### config.mk
export PLATFORM = sky130hd
export DESIGN_NAME = ubx_frame_checker_top_flat
export DESIGN_NICKNAME = d
export VERILOG_FILES = /design/src/rtl/core/ubxfc_pkg.sv /design/src/rtl/core/ubxfc_if.sv /design/src/rtl/core/ubxfc_cfg_regs.sv /design/src/rtl/core/ubxfc_in_reg.sv /design/src/rtl/core/ubxfc_parser.sv /design/src/rtl/core/ubx_frame_checker_top.sv /design/src/flat_wrapper.sv
export SDC_FILE = /design/constraint.sdc
export NUM_CORES = 1
export LEC_CHECK = 0
export BUFFER_PORTS_ARGS = -buffer_cell sky130_fd_sc_hd__clkbuf_2
export CORE_MARGIN = 5
export CORE_UTILIZATION = 40
export DETAILED_ROUTE_END_ITERATION = 8
export HOLD_SLACK_MARGIN = 0.02
export PLACE_DENSITY_LB_ADDON = 0.25
export REMOVE_ABC_BUFFERS = 1
export SLEW_MARGIN = 20
export SYNTH_ARGS = -nofsm -noshare
export SYNTH_HDL_FRONTEND = slang
export SYNTH_SLANG_ARGS = --single-unit
### constraint.sdc
create_clock -name i_clk -period 3.4 [get_ports i_clk]
set_input_delay 0.68 -clock i_clk [delete_from_list [all_inputs] [get_ports i_clk]]
set_output_delay 0.68 -clock i_clk [all_outputs]
set_load 0.1 [all_outputs]
### src/rtl/core/ubxfc_pkg.sv
// shared types, register indexes and reset values of the frame checker
package ubxfc_pkg;

    localparam int unsigned BYTE_W = 8;
    localparam int unsigned LEN_W  = 16;
    localparam int unsigned IDX_W  = 3;
    localparam int unsigned STAT_W = 3;

    // register indexes on the configuration channel
    localparam logic [IDX_W-1:0] CFG_SYNC_FIRST     = 3'd0;
    localparam logic [IDX_W-1:0] CFG_SYNC_SECOND    = 3'd1;
    localparam logic [IDX_W-1:0] CFG_MESSAGE_CLASS  = 3'd2;
    localparam logic [IDX_W-1:0] CFG_MESSAGE_ID     = 3'd3;
    localparam logic [IDX_W-1:0] CFG_PAYLOAD_LENGTH = 3'd4;

    // register reset values
    localparam logic [BYTE_W-1:0] RST_SYNC_FIRST     = 8'd181;
    localparam logic [BYTE_W-1:0] RST_SYNC_SECOND    = 8'd98;
    localparam logic [BYTE_W-1:0] RST_MESSAGE_CLASS  = 8'd1;
    localparam logic [BYTE_W-1:0] RST_MESSAGE_ID     = 8'd6;
    localparam logic [LEN_W-1:0]  RST_PAYLOAD_LENGTH = 16'd52;

    typedef enum logic [STAT_W-1:0] {
        ST_OK       = 3'd0,
        ST_SHORT    = 3'd1,
        ST_SYNC     = 3'd2,
        ST_CLASS_ID = 3'd3,
        ST_LENGTH   = 3'd4,
        ST_CHECKSUM = 3'd5
    } t_status;

    typedef struct packed {
        logic [BYTE_W-1:0] sync_first;
        logic [BYTE_W-1:0] sync_second;
        logic [BYTE_W-1:0] message_class;
        logic [BYTE_W-1:0] message_id;
        logic [LEN_W-1:0]  payload_length;
    } t_cfg;

    typedef struct packed {
        logic [BYTE_W-1:0] data_byte;
        logic              buffer_end;
    } t_in_item;

endpackage

### src/rtl/core/ubxfc_if.sv
// channel interfaces: byte input, result output and configuration write
interface ubxfc_in_if;
    logic       valid;
    logic       ready;
    logic [7:0] data_byte;
    logic       buffer_end;

    modport source (output valid, output data_byte, output buffer_end, input ready);
    modport sink   (input valid, input data_byte, input buffer_end, output ready);
endinterface

interface ubxfc_out_if;
    logic        valid;
    logic        ready;
    logic        kind;
    logic [7:0]  payload_byte;
    logic [15:0] offset;
    logic [2:0]  status;
    logic        frame_last;

    modport source (output valid, output kind, output payload_byte, output offset,
                    output status, output frame_last, input ready);
    modport sink   (input valid, input kind, input payload_byte, input offset,
                    input status, input frame_last, output ready);
endinterface

interface ubxfc_cfg_if;
    logic        valid;
    logic        ready;
    logic [2:0]  index;
    logic [15:0] data;

    modport source (output valid, output index, output data, input ready);
    modport sink   (input valid, input index, input data, output ready);
endinterface

### src/rtl/core/ubxfc_cfg_regs.sv
// configuration register file of the frame checker
module ubxfc_cfg_regs (
    input  logic            i_clk,
    input  logic            i_rst_n,
    ubxfc_cfg_if.sink       i_cfg,
    output ubxfc_pkg::t_cfg o_cfg
);
    import ubxfc_pkg::*;

    t_cfg r_cfg;
    logic w_write;

    assign i_cfg.ready = 1'b1;
    assign w_write     = i_cfg.valid & i_cfg.ready;
    assign o_cfg       = r_cfg;

    always_ff @(posedge i_clk) begin
        if (!i_rst_n) begin
            r_cfg.sync_first     <= RST_SYNC_FIRST;
            r_cfg.sync_second    <= RST_SYNC_SECOND;
            r_cfg.message_class  <= RST_MESSAGE_CLASS;
            r_cfg.message_id     <= RST_MESSAGE_ID;
            r_cfg.payload_length <= RST_PAYLOAD_LENGTH;
        end else if (w_write) begin
            case (i_cfg.index)
                CFG_SYNC_FIRST:     r_cfg.sync_first     <= i_cfg.data[BYTE_W-1:0];
                CFG_SYNC_SECOND:    r_cfg.sync_second    <= i_cfg.data[BYTE_W-1:0];
                CFG_MESSAGE_CLASS:  r_cfg.message_class  <= i_cfg.data[BYTE_W-1:0];
                CFG_MESSAGE_ID:     r_cfg.message_id     <= i_cfg.data[BYTE_W-1:0];
                CFG_PAYLOAD_LENGTH: r_cfg.payload_length <= i_cfg.data[LEN_W-1:0];
                default: begin
                end
            endcase
        end
    end

endmodule

### src/rtl/core/ubxfc_in_reg.sv
// input register stage holding one byte request
module ubxfc_in_reg (
    input  logic                i_clk,
    input  logic                i_rst_n,
    ubxfc_in_if.sink            i_in,
    input  logic                i_advance,
    output logic                o_valid,
    output ubxfc_pkg::t_in_item o_item
);
    import ubxfc_pkg::*;

    logic     r_valid;
    t_in_item r_item;
    logic     w_accept;

    // free when empty or when the held byte moves on this cycle
    assign i_in.ready = ~r_valid | i_advance;
    assign w_accept   = i_in.valid & i_in.ready;

    always_ff @(posedge i_clk) begin
        if (!i_rst_n) begin
            r_valid <= 1'b0;
        end else if (w_accept) begin
            r_valid <= 1'b1;
        end else if (i_advance) begin
            r_valid <= 1'b0;
        end
    end

    always_ff @(posedge i_clk) begin
        if (w_accept) begin
            r_item.data_byte  <= i_in.data_byte;
            r_item.buffer_end <= i_in.buffer_end;
        end
    end

    assign o_valid = r_valid;
    assign o_item  = r_item;

endmodule

### src/rtl/core/ubxfc_parser.sv
// frame state, fletcher checksum and result register
module ubxfc_parser (
    input  logic                i_clk,
    input  logic                i_rst_n,
    input  ubxfc_pkg::t_cfg     i_cfg,
    input  logic                i_valid,
    input  ubxfc_pkg::t_in_item i_item,
    output logic                o_advance,
    ubxfc_out_if.source         o_res
);
    import ubxfc_pkg::*;

    typedef enum logic [3:0] {
        PH_SYNC1, PH_SYNC2, PH_CLASS, PH_ID, PH_LEN_LO,
        PH_LEN_HI, PH_PAYLOAD, PH_CK_A, PH_CK_B, PH_SKIP
    } t_phase;

    t_phase            r_phase, n_phase;
    logic [BYTE_W-1:0] r_sum_a, n_sum_a;
    logic [BYTE_W-1:0] r_sum_b, n_sum_b;
    logic [LEN_W-1:0]  r_byte_count, n_byte_count;
    logic [BYTE_W-1:0] r_length_low, n_length_low;
    logic [BYTE_W-1:0] r_check_a, n_check_a;

    logic              r_out_valid;
    logic              r_kind;
    logic [BYTE_W-1:0] r_payload_byte;
    logic [LEN_W-1:0]  r_offset;
    t_status           r_status;

    logic              w_has_status;
    logic              w_has_payload;
    t_status           w_status;
    logic [BYTE_W-1:0] w_add_a;
    logic [BYTE_W-1:0] w_add_b;
    logic              w_last_payload;
    logic [BYTE_W-1:0] b;

    assign b         = i_item.data_byte;
    assign o_advance = i_valid & (~r_out_valid | o_res.ready);

    assign w_add_a        = r_sum_a + b;
    assign w_add_b        = r_sum_b + w_add_a;
    assign w_last_payload = ({1'b0, r_byte_count} + 17'd1) >= {1'b0, i_cfg.payload_length};

    always_comb begin
        n_phase       = r_phase;
        n_sum_a       = r_sum_a;
        n_sum_b       = r_sum_b;
        n_byte_count  = r_byte_count;
        n_length_low  = r_length_low;
        n_check_a     = r_check_a;
        w_has_status  = 1'b0;
        w_has_payload = 1'b0;
        w_status      = ST_OK;
        case (r_phase)
            PH_SYNC1: begin
                if (b != i_cfg.sync_first) begin
                    w_has_status = 1'b1;
                    w_status     = ST_SYNC;
                end else begin
                    n_phase = PH_SYNC2;
                end
            end
            PH_SYNC2: begin
                if (b != i_cfg.sync_second) begin
                    w_has_status = 1'b1;
                    w_status     = ST_SYNC;
                end else begin
                    n_phase = PH_CLASS;
                end
            end
            PH_CLASS: begin
                if (b != i_cfg.message_class) begin
                    w_has_status = 1'b1;
                    w_status     = ST_CLASS_ID;
                end else begin
                    n_sum_a = w_add_a;
                    n_sum_b = w_add_b;
                    n_phase = PH_ID;
                end
            end
            PH_ID: begin
                if (b != i_cfg.message_id) begin
                    w_has_status = 1'b1;
                    w_status     = ST_CLASS_ID;
                end else begin
                    n_sum_a = w_add_a;
                    n_sum_b = w_add_b;
                    n_phase = PH_LEN_LO;
                end
            end
            PH_LEN_LO: begin
                n_length_low = b;
                n_sum_a      = w_add_a;
                n_sum_b      = w_add_b;
                n_phase      = PH_LEN_HI;
            end
            PH_LEN_HI: begin
                n_sum_a = w_add_a;
                n_sum_b = w_add_b;
                if ({b, r_length_low} != i_cfg.payload_length) begin
                    w_has_status = 1'b1;
                    w_status     = ST_LENGTH;
                end else begin
                    n_byte_count = '0;
                    // empty payload goes straight to the checksum
                    n_phase = (i_cfg.payload_length == '0) ? PH_CK_A : PH_PAYLOAD;
                end
            end
            PH_PAYLOAD: begin
                n_sum_a       = w_add_a;
                n_sum_b       = w_add_b;
                w_has_payload = 1'b1;
                if (w_last_payload) begin
                    n_phase = PH_CK_A;
                end else begin
                    n_byte_count = r_byte_count + 16'd1;
                end
            end
            PH_CK_A: begin
                n_check_a = b;
                n_phase   = PH_CK_B;
            end
            PH_CK_B: begin
                w_has_status = 1'b1;
                w_status     = (r_check_a == r_sum_a && b == r_sum_b) ? ST_OK : ST_CHECKSUM;
            end
            default: begin
            end
        endcase

        if (w_has_status) begin
            n_phase = PH_SKIP;
        end

        // buffer end: report short unless a status is already out, then clear
        if (i_item.buffer_end) begin
            if (n_phase != PH_SKIP) begin
                w_has_status  = 1'b1;
                w_has_payload = 1'b0;
                w_status      = ST_SHORT;
            end
            n_phase      = PH_SYNC1;
            n_sum_a      = '0;
            n_sum_b      = '0;
            n_byte_count = '0;
            n_length_low = '0;
            n_check_a    = '0;
        end
    end

    always_ff @(posedge i_clk) begin
        if (!i_rst_n) begin
            r_phase      <= PH_SYNC1;
            r_sum_a      <= '0;
            r_sum_b      <= '0;
            r_byte_count <= '0;
            r_length_low <= '0;
            r_check_a    <= '0;
            r_out_valid  <= 1'b0;
        end else if (o_advance) begin
            r_phase      <= n_phase;
            r_sum_a      <= n_sum_a;
            r_sum_b      <= n_sum_b;
            r_byte_count <= n_byte_count;
            r_length_low <= n_length_low;
            r_check_a    <= n_check_a;
            r_out_valid  <= w_has_status | w_has_payload;
        end else if (o_res.ready) begin
            r_out_valid <= 1'b0;
        end
    end

    always_ff @(posedge i_clk) begin
        if (o_advance) begin
            r_kind         <= w_has_status;
            r_payload_byte <= w_has_status ? '0 : b;
            r_offset       <= w_has_status ? '0 : r_byte_count;
            r_status       <= w_has_status ? w_status : ST_OK;
        end
    end

    assign o_res.valid        = r_out_valid;
    assign o_res.kind         = r_kind;
    assign o_res.payload_byte = r_payload_byte;
    assign o_res.offset       = r_offset;
    assign o_res.status       = r_status;
    assign o_res.frame_last   = r_kind;

    a_status_fields: assert property (@(posedge i_clk) disable iff (!i_rst_n)
        r_out_valid && r_kind |-> r_payload_byte == '0 && r_offset == '0)
        else $error("status result carries payload fields");

    a_payload_fields: assert property (@(posedge i_clk) disable iff (!i_rst_n)
        r_out_valid && !r_kind |-> r_status == ST_OK)
        else $error("payload result carries a status code");

    a_end_clears: assert property (@(posedge i_clk) disable iff (!i_rst_n)
        o_advance && i_item.buffer_end |=>
            r_phase == PH_SYNC1 && r_sum_a == '0 && r_sum_b == '0 && r_byte_count == '0)
        else $error("frame state not cleared after buffer end");

    a_status_skips: assert property (@(posedge i_clk) disable iff (!i_rst_n)
        o_advance && w_has_status |=> r_phase == PH_SKIP || r_phase == PH_SYNC1)
        else $error("bytes not ignored after a status");

endmodule

### src/rtl/core/ubx_frame_checker_top.sv
// top level of the ubx frame checker
//
// checks one frame per receive buffer, one byte request at a time on i_in
// (data_byte, buffer_end marks the last byte of the buffer). each payload
// byte comes out on o_res with its offset (kind 0); one status result per
// buffer (kind 1, frame_last 1) reports ok, short, sync, class/id, length
// or checksum, after which bytes give no result until buffer end.
// i_cfg writes the five registers by index (sync bytes, class, id, payload
// length); it is always ready. the user must see that it is written only
// while the block is idle; the block itself does not enforce this. a byte
// request passes an input register and the parse/checksum logic into the
// result register.
// throughput is one byte per cycle while o_res does not stall.
// a byte request is taken while an earlier result waits, as long as the
// input register is free or moving on; if o_res stalls, at most one byte
// is held and then i_in.ready drops until the receiver takes the result.
// synchronous reset clears the frame state, restores register defaults
// and empties both stages.
module ubx_frame_checker_top (
    input  logic        i_clk,
    input  logic        i_rst_n,
    ubxfc_in_if.sink    i_in,
    ubxfc_cfg_if.sink   i_cfg,
    ubxfc_out_if.source o_res
);
    import ubxfc_pkg::*;

    t_cfg     w_cfg;
    t_in_item w_item;
    logic     w_item_valid;
    logic     w_advance;

    // register file, taken directly by the parser
    ubxfc_cfg_regs u_cfg_regs (
        .i_clk   (i_clk),
        .i_rst_n (i_rst_n),
        .i_cfg   (i_cfg),
        .o_cfg   (w_cfg)
    );

    // input register, refilled in the same cycle the held byte advances
    ubxfc_in_reg u_in_reg (
        .i_clk     (i_clk),
        .i_rst_n   (i_rst_n),
        .i_in      (i_in),
        .i_advance (w_advance),
        .o_valid   (w_item_valid),
        .o_item    (w_item)
    );

    // phase tracking, fletcher sums and the result register
    ubxfc_parser u_parser (
        .i_clk     (i_clk),
        .i_rst_n   (i_rst_n),
        .i_cfg     (w_cfg),
        .i_valid   (w_item_valid),
        .i_item    (w_item),
        .o_advance (w_advance),
        .o_res     (o_res)
    );

endmodule
### src/flat_wrapper.sv
// flat-port wrapper written by rule: the top's interface ports become plain ports
module ubx_frame_checker_top_flat import ubxfc_pkg::*;
  (i_clk, i_rst_n, i_in_valid, i_in_data_byte, i_in_buffer_end, i_in_ready, i_cfg_valid, i_cfg_index, i_cfg_data, i_cfg_ready, o_res_valid, o_res_kind, o_res_payload_byte, o_res_offset, o_res_status, o_res_frame_last, o_res_ready);
  ubxfc_in_if i_in_i ();
  ubxfc_cfg_if i_cfg_i ();
  ubxfc_out_if o_res_i ();
  input  logic i_clk;
  input  logic i_rst_n;
  input wire logic [$bits(i_in_i.valid)-1:0] i_in_valid;
  input wire logic [$bits(i_in_i.data_byte)-1:0] i_in_data_byte;
  input wire logic [$bits(i_in_i.buffer_end)-1:0] i_in_buffer_end;
  output wire logic [$bits(i_in_i.ready)-1:0] i_in_ready;
  input wire logic [$bits(i_cfg_i.valid)-1:0] i_cfg_valid;
  input wire logic [$bits(i_cfg_i.index)-1:0] i_cfg_index;
  input wire logic [$bits(i_cfg_i.data)-1:0] i_cfg_data;
  output wire logic [$bits(i_cfg_i.ready)-1:0] i_cfg_ready;
  output wire logic [$bits(o_res_i.valid)-1:0] o_res_valid;
  output wire logic [$bits(o_res_i.kind)-1:0] o_res_kind;
  output wire logic [$bits(o_res_i.payload_byte)-1:0] o_res_payload_byte;
  output wire logic [$bits(o_res_i.offset)-1:0] o_res_offset;
  output wire logic [$bits(o_res_i.status)-1:0] o_res_status;
  output wire logic [$bits(o_res_i.frame_last)-1:0] o_res_frame_last;
  input wire logic [$bits(o_res_i.ready)-1:0] o_res_ready;
  assign i_in_i.valid = i_in_valid;
  assign i_in_i.data_byte = i_in_data_byte;
  assign i_in_i.buffer_end = i_in_buffer_end;
  assign i_in_ready = i_in_i.ready;
  assign i_cfg_i.valid = i_cfg_valid;
  assign i_cfg_i.index = i_cfg_index;
  assign i_cfg_i.data = i_cfg_data;
  assign i_cfg_ready = i_cfg_i.ready;
  assign o_res_valid = o_res_i.valid;
  assign o_res_kind = o_res_i.kind;
  assign o_res_payload_byte = o_res_i.payload_byte;
  assign o_res_offset = o_res_i.offset;
  assign o_res_status = o_res_i.status;
  assign o_res_frame_last = o_res_i.frame_last;
  assign o_res_i.ready = o_res_ready;
  ubx_frame_checker_top u_core (.i_clk(i_clk), .i_rst_n(i_rst_n), .i_in(i_in_i), .i_cfg(i_cfg_i), .o_res(o_res_i));
endmodule
==> run summary, run 1 <==
The DRC violation count after routing came out at 0. The number of synthesized flops with an enable pin came out at 37. The worst slack at placement is 0.0572 ns.

STA classifies the critical path startpoint as a flip-flop. The initial antenna violation count came to 0. The insertion delay to the later sink of the worst-skew pair came out at ~0.43 ns. Setup slack on the worst reg-to-reg path comes out at 0.20 ns. The flow ran to the end, and the final reports show no timing, DRC or antenna violations. The top-level I/O count came out at 65.

The number of DRC markers in iteration 0 came out at roughly 410. By area the synthesized netlist is led by dfxtp_1 (27%), edfxtp_1 (15%), nand2_1 (7.1%). A synthesized cell averages 9.19 um^2. The clock passes through at most 2 buffers.

The type of element capturing the critical path is a flip-flop. The number of hold violations in the final report is 0. In the final routed layout, each cell accounts on average for 17.0 um. The fraction of the yosys area taken by sequential cells is 41.4%.

The number of sinks handled by clock tree synthesis came out at 139. The synthesized cell area is about 7600 um^2. The die span in x is 148 um.

Subtracting the final worst setup slack from the clock period gives 3.20 ns. In this run, post-CTS hold repair placed 0 buffers. Counting distinct cell types in the post-synthesis netlist gives 66. Across every metal layer, demand over resource in global routing totals a little under a fifth. The initial cell density of the core is 40.7%. The slew at the pin closest to its max-slew limit came out at roughly 0.94 ns. The congestion estimate from routability-driven global placement came to 0.852.

Net switching is 26.9% of the power. The detailed placement HPWL came out at 14.1 mm. Using the TritonRoute via totals, the vias-per-cell ratio works out to between 5 and 6.

The number of CTS-inserted buffers is 17. The logic gate share of total power came out at 11.8%. In this run the worst path has a maximum fanout of 6. The path class of the tightest hold or removal check is input port to flip-flop. The worst slew margin relative to its limit came out at 36.7%. TritonCTS built the clock tree. The number of failing setup endpoints in the final timing report came out at 0.

In this run the biggest area consumer among cell types represents a little over a quarter of the synthesized area. The data arrival time at the worst-slack endpoint is 3.57 ns. The count of maximum capacitance violations is 0.

The max-slew violation total from the final report came out at 0. After layout, the worst setup slack is 0.195 ns. The number of instances in the synthesized netlist is around 830.

The count of nets after finishing came out at 960. The sequential cells in the finished layout cover a total of about 3200 um^2. The share of final-layout standard cells stronger than drive strength 1 came out at between 15 and 20%. For the worst setup path, the data required time is roughly 3.8 ns.

The power density over the cells came out at 471 nW/um^2. From synthesis to final layout, the design area changed by 17.2%. The count of vias placed by the detailed router is 5970. For this run, asynchronously set or reset flops after synthesis account for 0%. Static timing analysis puts the maximum clock frequency at 312 MHz.

The sum of negative setup slack is 0 ns. The clock root buffer is clkbuf_16. The placeable core area is 18700 um^2. The power dissipated by switching net loads is 1130 uW. The setup clock skew after layout is 0.0112 ns. The overflow left after global routing came out at 0. The multi-input combinational cell area came out at roughly 4200 um^2.

The residual antenna-violating net count after detailed routing is 0. The total wirelength of the detailed-routed design came out at 19.4 mm. The clock transition time at the flip-flop clock pins of the worst setup and hold paths came out at 0.06 ns. The count of buffers inserted at the top-level ports is 63. The worst setup path is of the flip-flop to flip-flop kind. The number of warning messages in the yosys log is 0. The global-route wire length before repair came out at 31.7 mm. Synthesis inferred ~140 register bits. The power share of the sequential group came out at 42.9%.

The cell internal power dissipation came out at 3080 uW. The number of global-route vias before repair is 5769. The antenna diode instance count is 0. After filler insertion, the fill cell instance count of the layout stands at around 1800. The leakage power is 0.00382 uW. The launching instance or port of the critical path is u_core.u_parser.r_byte_count[5]. The first detailed-routing pass took 5 iterations. Summed over all instances, the cell type with the most area after synthesis is dfxtp_1.

The share of total power in the clock network came out at 45.3%. The worst supply voltage drop on vdd came out at 0.342 mV. The endpoint of the most critical setup path is u_core.u_parser.r_byte_count[13].

The most used flip-flop cell after synthesis is dfxtp_1. From bottom edge to top edge, the die measures roughly 150 um. Entering global routing, the biggest net connects 79 pins.

In this run the critical register-to-register path is launched from u_core.u_parser.r_byte_count[5]. The endpoint identified for the worst register-to-register timing path is u_core.u_parser.r_byte_count[13]. The cell count of the worst reg-to-reg path came out at 15. Of the available clock period, the critical path in the final layout requires ~94%. The number of H-tree levels is 4. The die covers 21900 um^2.

The floorplan has 50 rows.
## cells in the mapped netlist (4+ instances only)
cell type and n:
nor2_1 23, nand2_1 144, o211ai_1 5, nand4_1 17, clkbuf_1 26, and3_1 13
a21boi_0 35, mux2i_1 28, a22oi_1 10, xor2_1 47, buf_2 6, and2_1 27
nor2b_1 45, inv_1 27, nor3_1 13, o211a_1 5, edfxtp_1 37, dfxtp_1 102
nor4_1 14, a21oi_1 14, a21o_1 8, o21ai_0 11, ha_1 31, buf_4 4
buf_1 5, or2_2 4, nand3_1 25, or3_1 4, xnor2_1 41
## layout by cell type, fill, tap and decap left out, drive strengths merged, types with 8 or more instances in the layout
cell,count
a21boi,37
a21o,8
a21oi,14
a22oi,10
and2,28
and3,13
buf,27
clkbuf,85
dfxtp,102
edfxtp,37
ha,31
inv,31
mux2i,28
nand2,145
nand3,25
nand4,17
nor2,23
nor2b,45
nor3,13
nor4,17
o21ai,14
xnor2,41
xor2,47
## metal layers
metal  track usage, %  vias up  part of all wire, %
li1                 -     3001                    -
met2             27.6      127                   44
met3             3.83       21                  3.9
met1             26.3     2821                   50
met4             5.64        0                  1.7
met5                0        -                    0
## sequential cells by signal, summed over array words and instances (netlist names), 9 cells and up
| name | count |
|---|---|
| u_core.u_parser.o_res.offset | 16 |
| u_core.u_in_reg.o_item | 9 |
| u_core.u_parser.r_byte_count | 16 |
| u_core.u_cfg_regs.o_cfg | 48 |
## through the flow
step                      total power (uW)  cell area (um^2)  utilization, %  std cells  hold slack (ns)
after floorplan                       2170              7410               -        785            0.455
after global placement                2330              8220            43.9       1107            0.466
after detailed placement              2330              8220            43.9       1107            0.470
after CTS                             4250              8840            47.2       1139            0.403
after global routing                  4370              8920            47.7       1141            0.412
final                                 4200              8920            47.7       1141            0.428
## worst min-delay path by stage
stage                                      startpoint                     endpoint  slack [ns]  cells past startpoint
final                                 i_in_buffer_end    u_core.u_in_reg.o_item[0]        0.43                      1
after floorplan           u_core.u_cfg_regs.o_cfg[16]  u_core.u_cfg_regs.o_cfg[16]        0.46                      2
after CTS                             i_in_buffer_end    u_core.u_in_reg.o_item[0]        0.40                      1
after global placement    u_core.u_cfg_regs.o_cfg[34]  u_core.u_cfg_regs.o_cfg[34]        0.47                      2
after global routing                  i_in_buffer_end    u_core.u_in_reg.o_item[0]        0.41                      1
after detailed placement  u_core.u_cfg_regs.o_cfg[22]  u_core.u_cfg_regs.o_cfg[22]        0.47                      2
## cell families (layout without fill, tap and decap cells)
logic type               after synthesis  count (layout)  share of synthesized area, %
other                                  1               1                        0.0493
multiplexers                          28              28                          3.68
AND/OR/NAND/NOR                      350             350                          23.5
XOR/XNOR                              88              88                          10.1
adder cells (fa/ha/maj)               33              33                          5.62
buffers and inverters                 71             150                          3.99
AO/OA/AOI/OAI                        118             118                          11.6
flip-flops                           139             139                          41.4
## power by group through the flow
stage,Sequential [uW],Clock [uW],Combinational (uW)
global placement,1840,0,488
floorplan,1960,0,211
global route,1810,2020,538
finish,1800,1910,497
CTS,1800,1950,494
detailed placement,1840,0,492
## critical path: stages (launching register included)
cell and delay (ns):
dfxtp_2 0.36, nand4_1 0.19, buf_4 0.21, nor2_2 0.12, nand4_1 0.17, xnor2_1 0.18
ha_1 0.32, a21o_1 0.18, a21oi_1 0.13, a21oi_1 0.08, or3_4 0.38, o311ai_4 0.29
buf_6 0.18, buf_6 0.12, o211a_1 0.15, a21o_1 0.08
## final cells by class
type | instances | area share, %
multi-input cells | 618 | 47.2
flip-flops and latches | 139 | 35.4
repair buffers | 90 | 6.03
clock buffers | 22 | 5.81
well taps | 234 | 3.28
inverters | 28 | 1.18
clock inverters | 10 | 1.11
## what timing repair did
action                     in CTS  in global routing
resized for setup               0                 15
buffers inserted                0                  2
setup endpoints to repair       0                 19
hold endpoints to repair        0                  0
(Power assumes the default switching activity.)
==> run 2: changes to the inputs <==
==> constraint.sdc (replaced) <==
create_clock -name i_clk -period 3.4 [get_ports i_clk]
set_input_delay 0.17 -clock i_clk [delete_from_list [all_inputs] [get_ports i_clk]]
set_output_delay 0.17 -clock i_clk [all_outputs]
set_load 0.1 [all_outputs]
==> run summary, run 2 (synthesized netlist as in run 1, its figures left out) <==
The run finished with clean final reports. The iteration count of the initial detailed-routing pass is 5 (unchanged). The average wire length per cell after detail routing was 16.9 um (-0.22%). The count of vias placed by the detailed router was 6025 (+0.92%).

In this run the worst setup path terminates at u_core.u_parser.r_byte_count[0]. The final critical-path required period came to 3.21 ns (+0.00924 ns). The required arrival time at the worst endpoint came out at 3.72 ns (-0.05 ns). The layer carrying the most global-route usage is met2. The pin count of the biggest net entering global routing came out at 71 (-10%). The vias per cell is 5.20 (-0.56%). The top-level I/O count came out at 65 (unchanged). The setup clock skew after layout came out at 0.00716 ns (-0.00406 ns). The slew at the pin closest to its max-slew limit is 0.948 ns (+0.00501 ns). Setup repair after global routing left no endpoint under its margin. The utilization of the core after routing is 48.4% (+0.75 points). The setup slack of the critical path after layout was 0.186 ns (-0.00924 ns). The worst slew margin relative to its limit was 36.4% (-0.34 points).

The cell count of the worst reg-to-reg path is 14 (-1). The routability congestion estimate from global placement came to 0.873 (+2.5%). The count of nets after finishing is 977 (+1.8%). The sum of negative setup slack was 0 ns (unchanged).

The number of hold violations in the final report came to 0 (unchanged). The detailed placement HPWL came out at 14.0 mm (-0.70%). On the critical path, the stage with the largest delay is an instance of or3_1.

The die height came out at 148 um (unchanged). The number of H-tree levels is 4 (unchanged). The power density over the cells is 464 nW/um^2 (-1.5%). The max-slew violation total from the final report came to 0 (unchanged). The total power draw came to 4210 uW (about the same).

The number of sinks handled by clock tree synthesis was 139 (unchanged). The maximum frequency from static timing analysis was 311 MHz (-0.29%). The flip-flop count of the largest register after layout came out at 48 (unchanged). The tightest min-delay check is of the input port to flip-flop type.

The number of failing setup endpoints in the final timing report was 0 (unchanged). In this run the worst setup path begins at u_core.u_parser.r_byte_count[2]. The synthesis-to-layout area growth is 19.0%. The tree is rooted in a clkbuf_16.

The routing usage on met3 was 4.38% (+0.55 points). The data arrival time at the worst-slack endpoint is 3.54 ns (-0.03 ns). The type of element capturing the critical path is a flip-flop. The number of DRC markers in iteration 0 is 408 (-0.24%). The insertion delay to the later sink of the worst-skew pair is 0.43 ns (about the same). The worst register-to-register path begins at u_core.u_parser.r_byte_count[2]. The critical path goes through nand4_1 -> buf_4 -> nor3_4 -> nand3_1 -> xnor2_1 -> ha_1 -> nand4_1 -> or3_1 -> a21oi_1 -> or3_1 -> o311ai_4 -> buf_6 -> a21boi_2 -> a32o_1. The met1 capacity usage during global routing came to 26.2% (-0.086 points). The tightest hold margin came out at 0.0578 ns (-0.370 ns). The antenna diode instance count is 0 (unchanged).

The overflow left after global routing came to 0 (unchanged). The share of the clock period used by the worst path came out at 94.5% (+0.27 points). The total wirelength of the detailed-routed design is 19.6 mm (+1.3%).

The residual antenna-violating net count after detailed routing is 0 (unchanged). The number of CTS-inserted buffers came to 17 (unchanged). Leaving out fill and tap cells, the most frequent cell in the layout is nand2_1. The setup path with the least slack is of type flip-flop to flip-flop. The slack of the worst reg-to-reg path came out at 0.19 ns (about the same).

The placeable core area is 18700 um^2 (unchanged). In the layout the commonest cells are nand2_1 (144), dfxtp_1 (99), clkbuf_2 (63). The floorplan die area is 21900 um^2 (unchanged). The die span in x came out at 148 um (unchanged).

The worst slack at placement is 0.0225 ns (-0.0347 ns). The highest net fanout along the worst path is 6 (unchanged). The total global-route track usage is 18.3% (+0.087 points).

The count of maximum capacitance violations came to 0 (unchanged). The number of global-route vias before repair is 5898 (+2.2%). The worst supply voltage drop on vdd came out at 0.343 mV (+0.18%). The clock tree from TritonCTS is yes.

The initial cell density of the core is 40.7% (unchanged). The clock transition time at the flip-flop clock pins of the worst setup and hold paths is 0.06 ns (about the same). The peak per-stage delay on the critical path came out at 0.40 ns (+0.02 ns). The initial antenna violation count came out at 0 (unchanged). The met2 usage is 27.9% (+0.34 points).

The worst register-to-register path ends at u_core.u_parser.r_byte_count[0]. The DRC violation count after routing was 0 (unchanged). The largest buffer count on any clock path is 2 (unchanged). The number of placement rows is 50 (unchanged). The leakage power came out at 0.00386 uW (+1.1%). STA classifies the critical path startpoint as a flip-flop. The count of buffers inserted at the top-level ports came out at 63 (unchanged). The global-route wire length before repair is 31.8 mm (+0.28%).

The share of final-layout standard cells stronger than drive strength 1 was 15.9% (-0.52 points).
==> run 2: changes by cell type in the layout (fill, tap and decap cells not counted), moves of 2 or more <==
| cell | change |
|---|---|
| clkbuf_16 | -2 |
| dlygate4sd3_1 | +18 |
| clkinv_2 | -2 |
| clkinvlp_4 | +3 |
| inv_6 | -3 |
| clkbuf_8 | +5 |
==> run 2: what timing repair did <==
| item | 4_1_cts | 5_1_grt |
|---|---|---|
| hold endpoints to repair | 18 | 0 |
| endpoints found under the setup margin | 0 | 18 |
| hold buffers | 18 | 0 |
| setup buffers | 0 | 3 |
| gates resized for setup | 0 | 11 |
==> run 2: worst max-delay path: cells and delay by family (launching register included) <==
family          cells  cell delay, ns
simple gates        6            1.16
compound gates      4            0.70
flops               1            0.34
buf+inv             2            0.34
fa+ha+maj           1            0.30
xor+xnor            1            0.26
==> run 2: area by class of cell <==
type / count / area, um^2
tap: 234 / 293
inverter: 28 / 105
timing repair buffer: 106 / 699
multi-input combinational: 619 / 4190
sequential: 139 / 3160
fill: 1745 / 9650
clock inverter: 7 / 76.3
clock buffer: 25 / 537
==> run 2: metal layers <==
| layer | vias up | share of wire, % |
|---|---|---|
| met3 | 20 | 4.6 |
| li1 | 3028 | - |
| met2 | 120 | 45 |
| met1 | 2857 | 50 |
| met5 | - | 0 |
| met4 | 0 | 1.3 |
==> run 2: worst min-delay path by stage <==
stage | start | endpoint | slack, ns | cells past startpoint
after floorplan | i_rst_n | u_core.u_cfg_regs.o_cfg[17] | 0.24 | 1
after global placement | i_in_data_byte[6] | u_core.u_in_reg.o_item[7] | 0.35 | 1
after detailed placement | i_in_data_byte[7] | u_core.u_in_reg.o_item[8] | 0.35 | 1
after CTS | i_cfg_data[1] | u_core.u_cfg_regs.o_cfg[25] | 0.06 | 3
after global routing | i_cfg_data[3] | u_core.u_cfg_regs.o_cfg[35] | 0.06 | 3
final | i_cfg_data[1] | u_core.u_cfg_regs.o_cfg[25] | 0.06 | 3
==> run 2: where the power goes <==
group | internal, uW | switching, uW
Clock | 1170 | 725
Combinational | 169 | 342
Sequential | 1750 | 50.6
Total | 3090 | 1120
==> run 2: per-stage QoR <==
stage	std cells	instance area, um^2
finish	1158	9060
global route	1158	9060
CTS	1154	8990
detailed placement	1104	8200
global placement	1104	8200
floorplan	785	7410
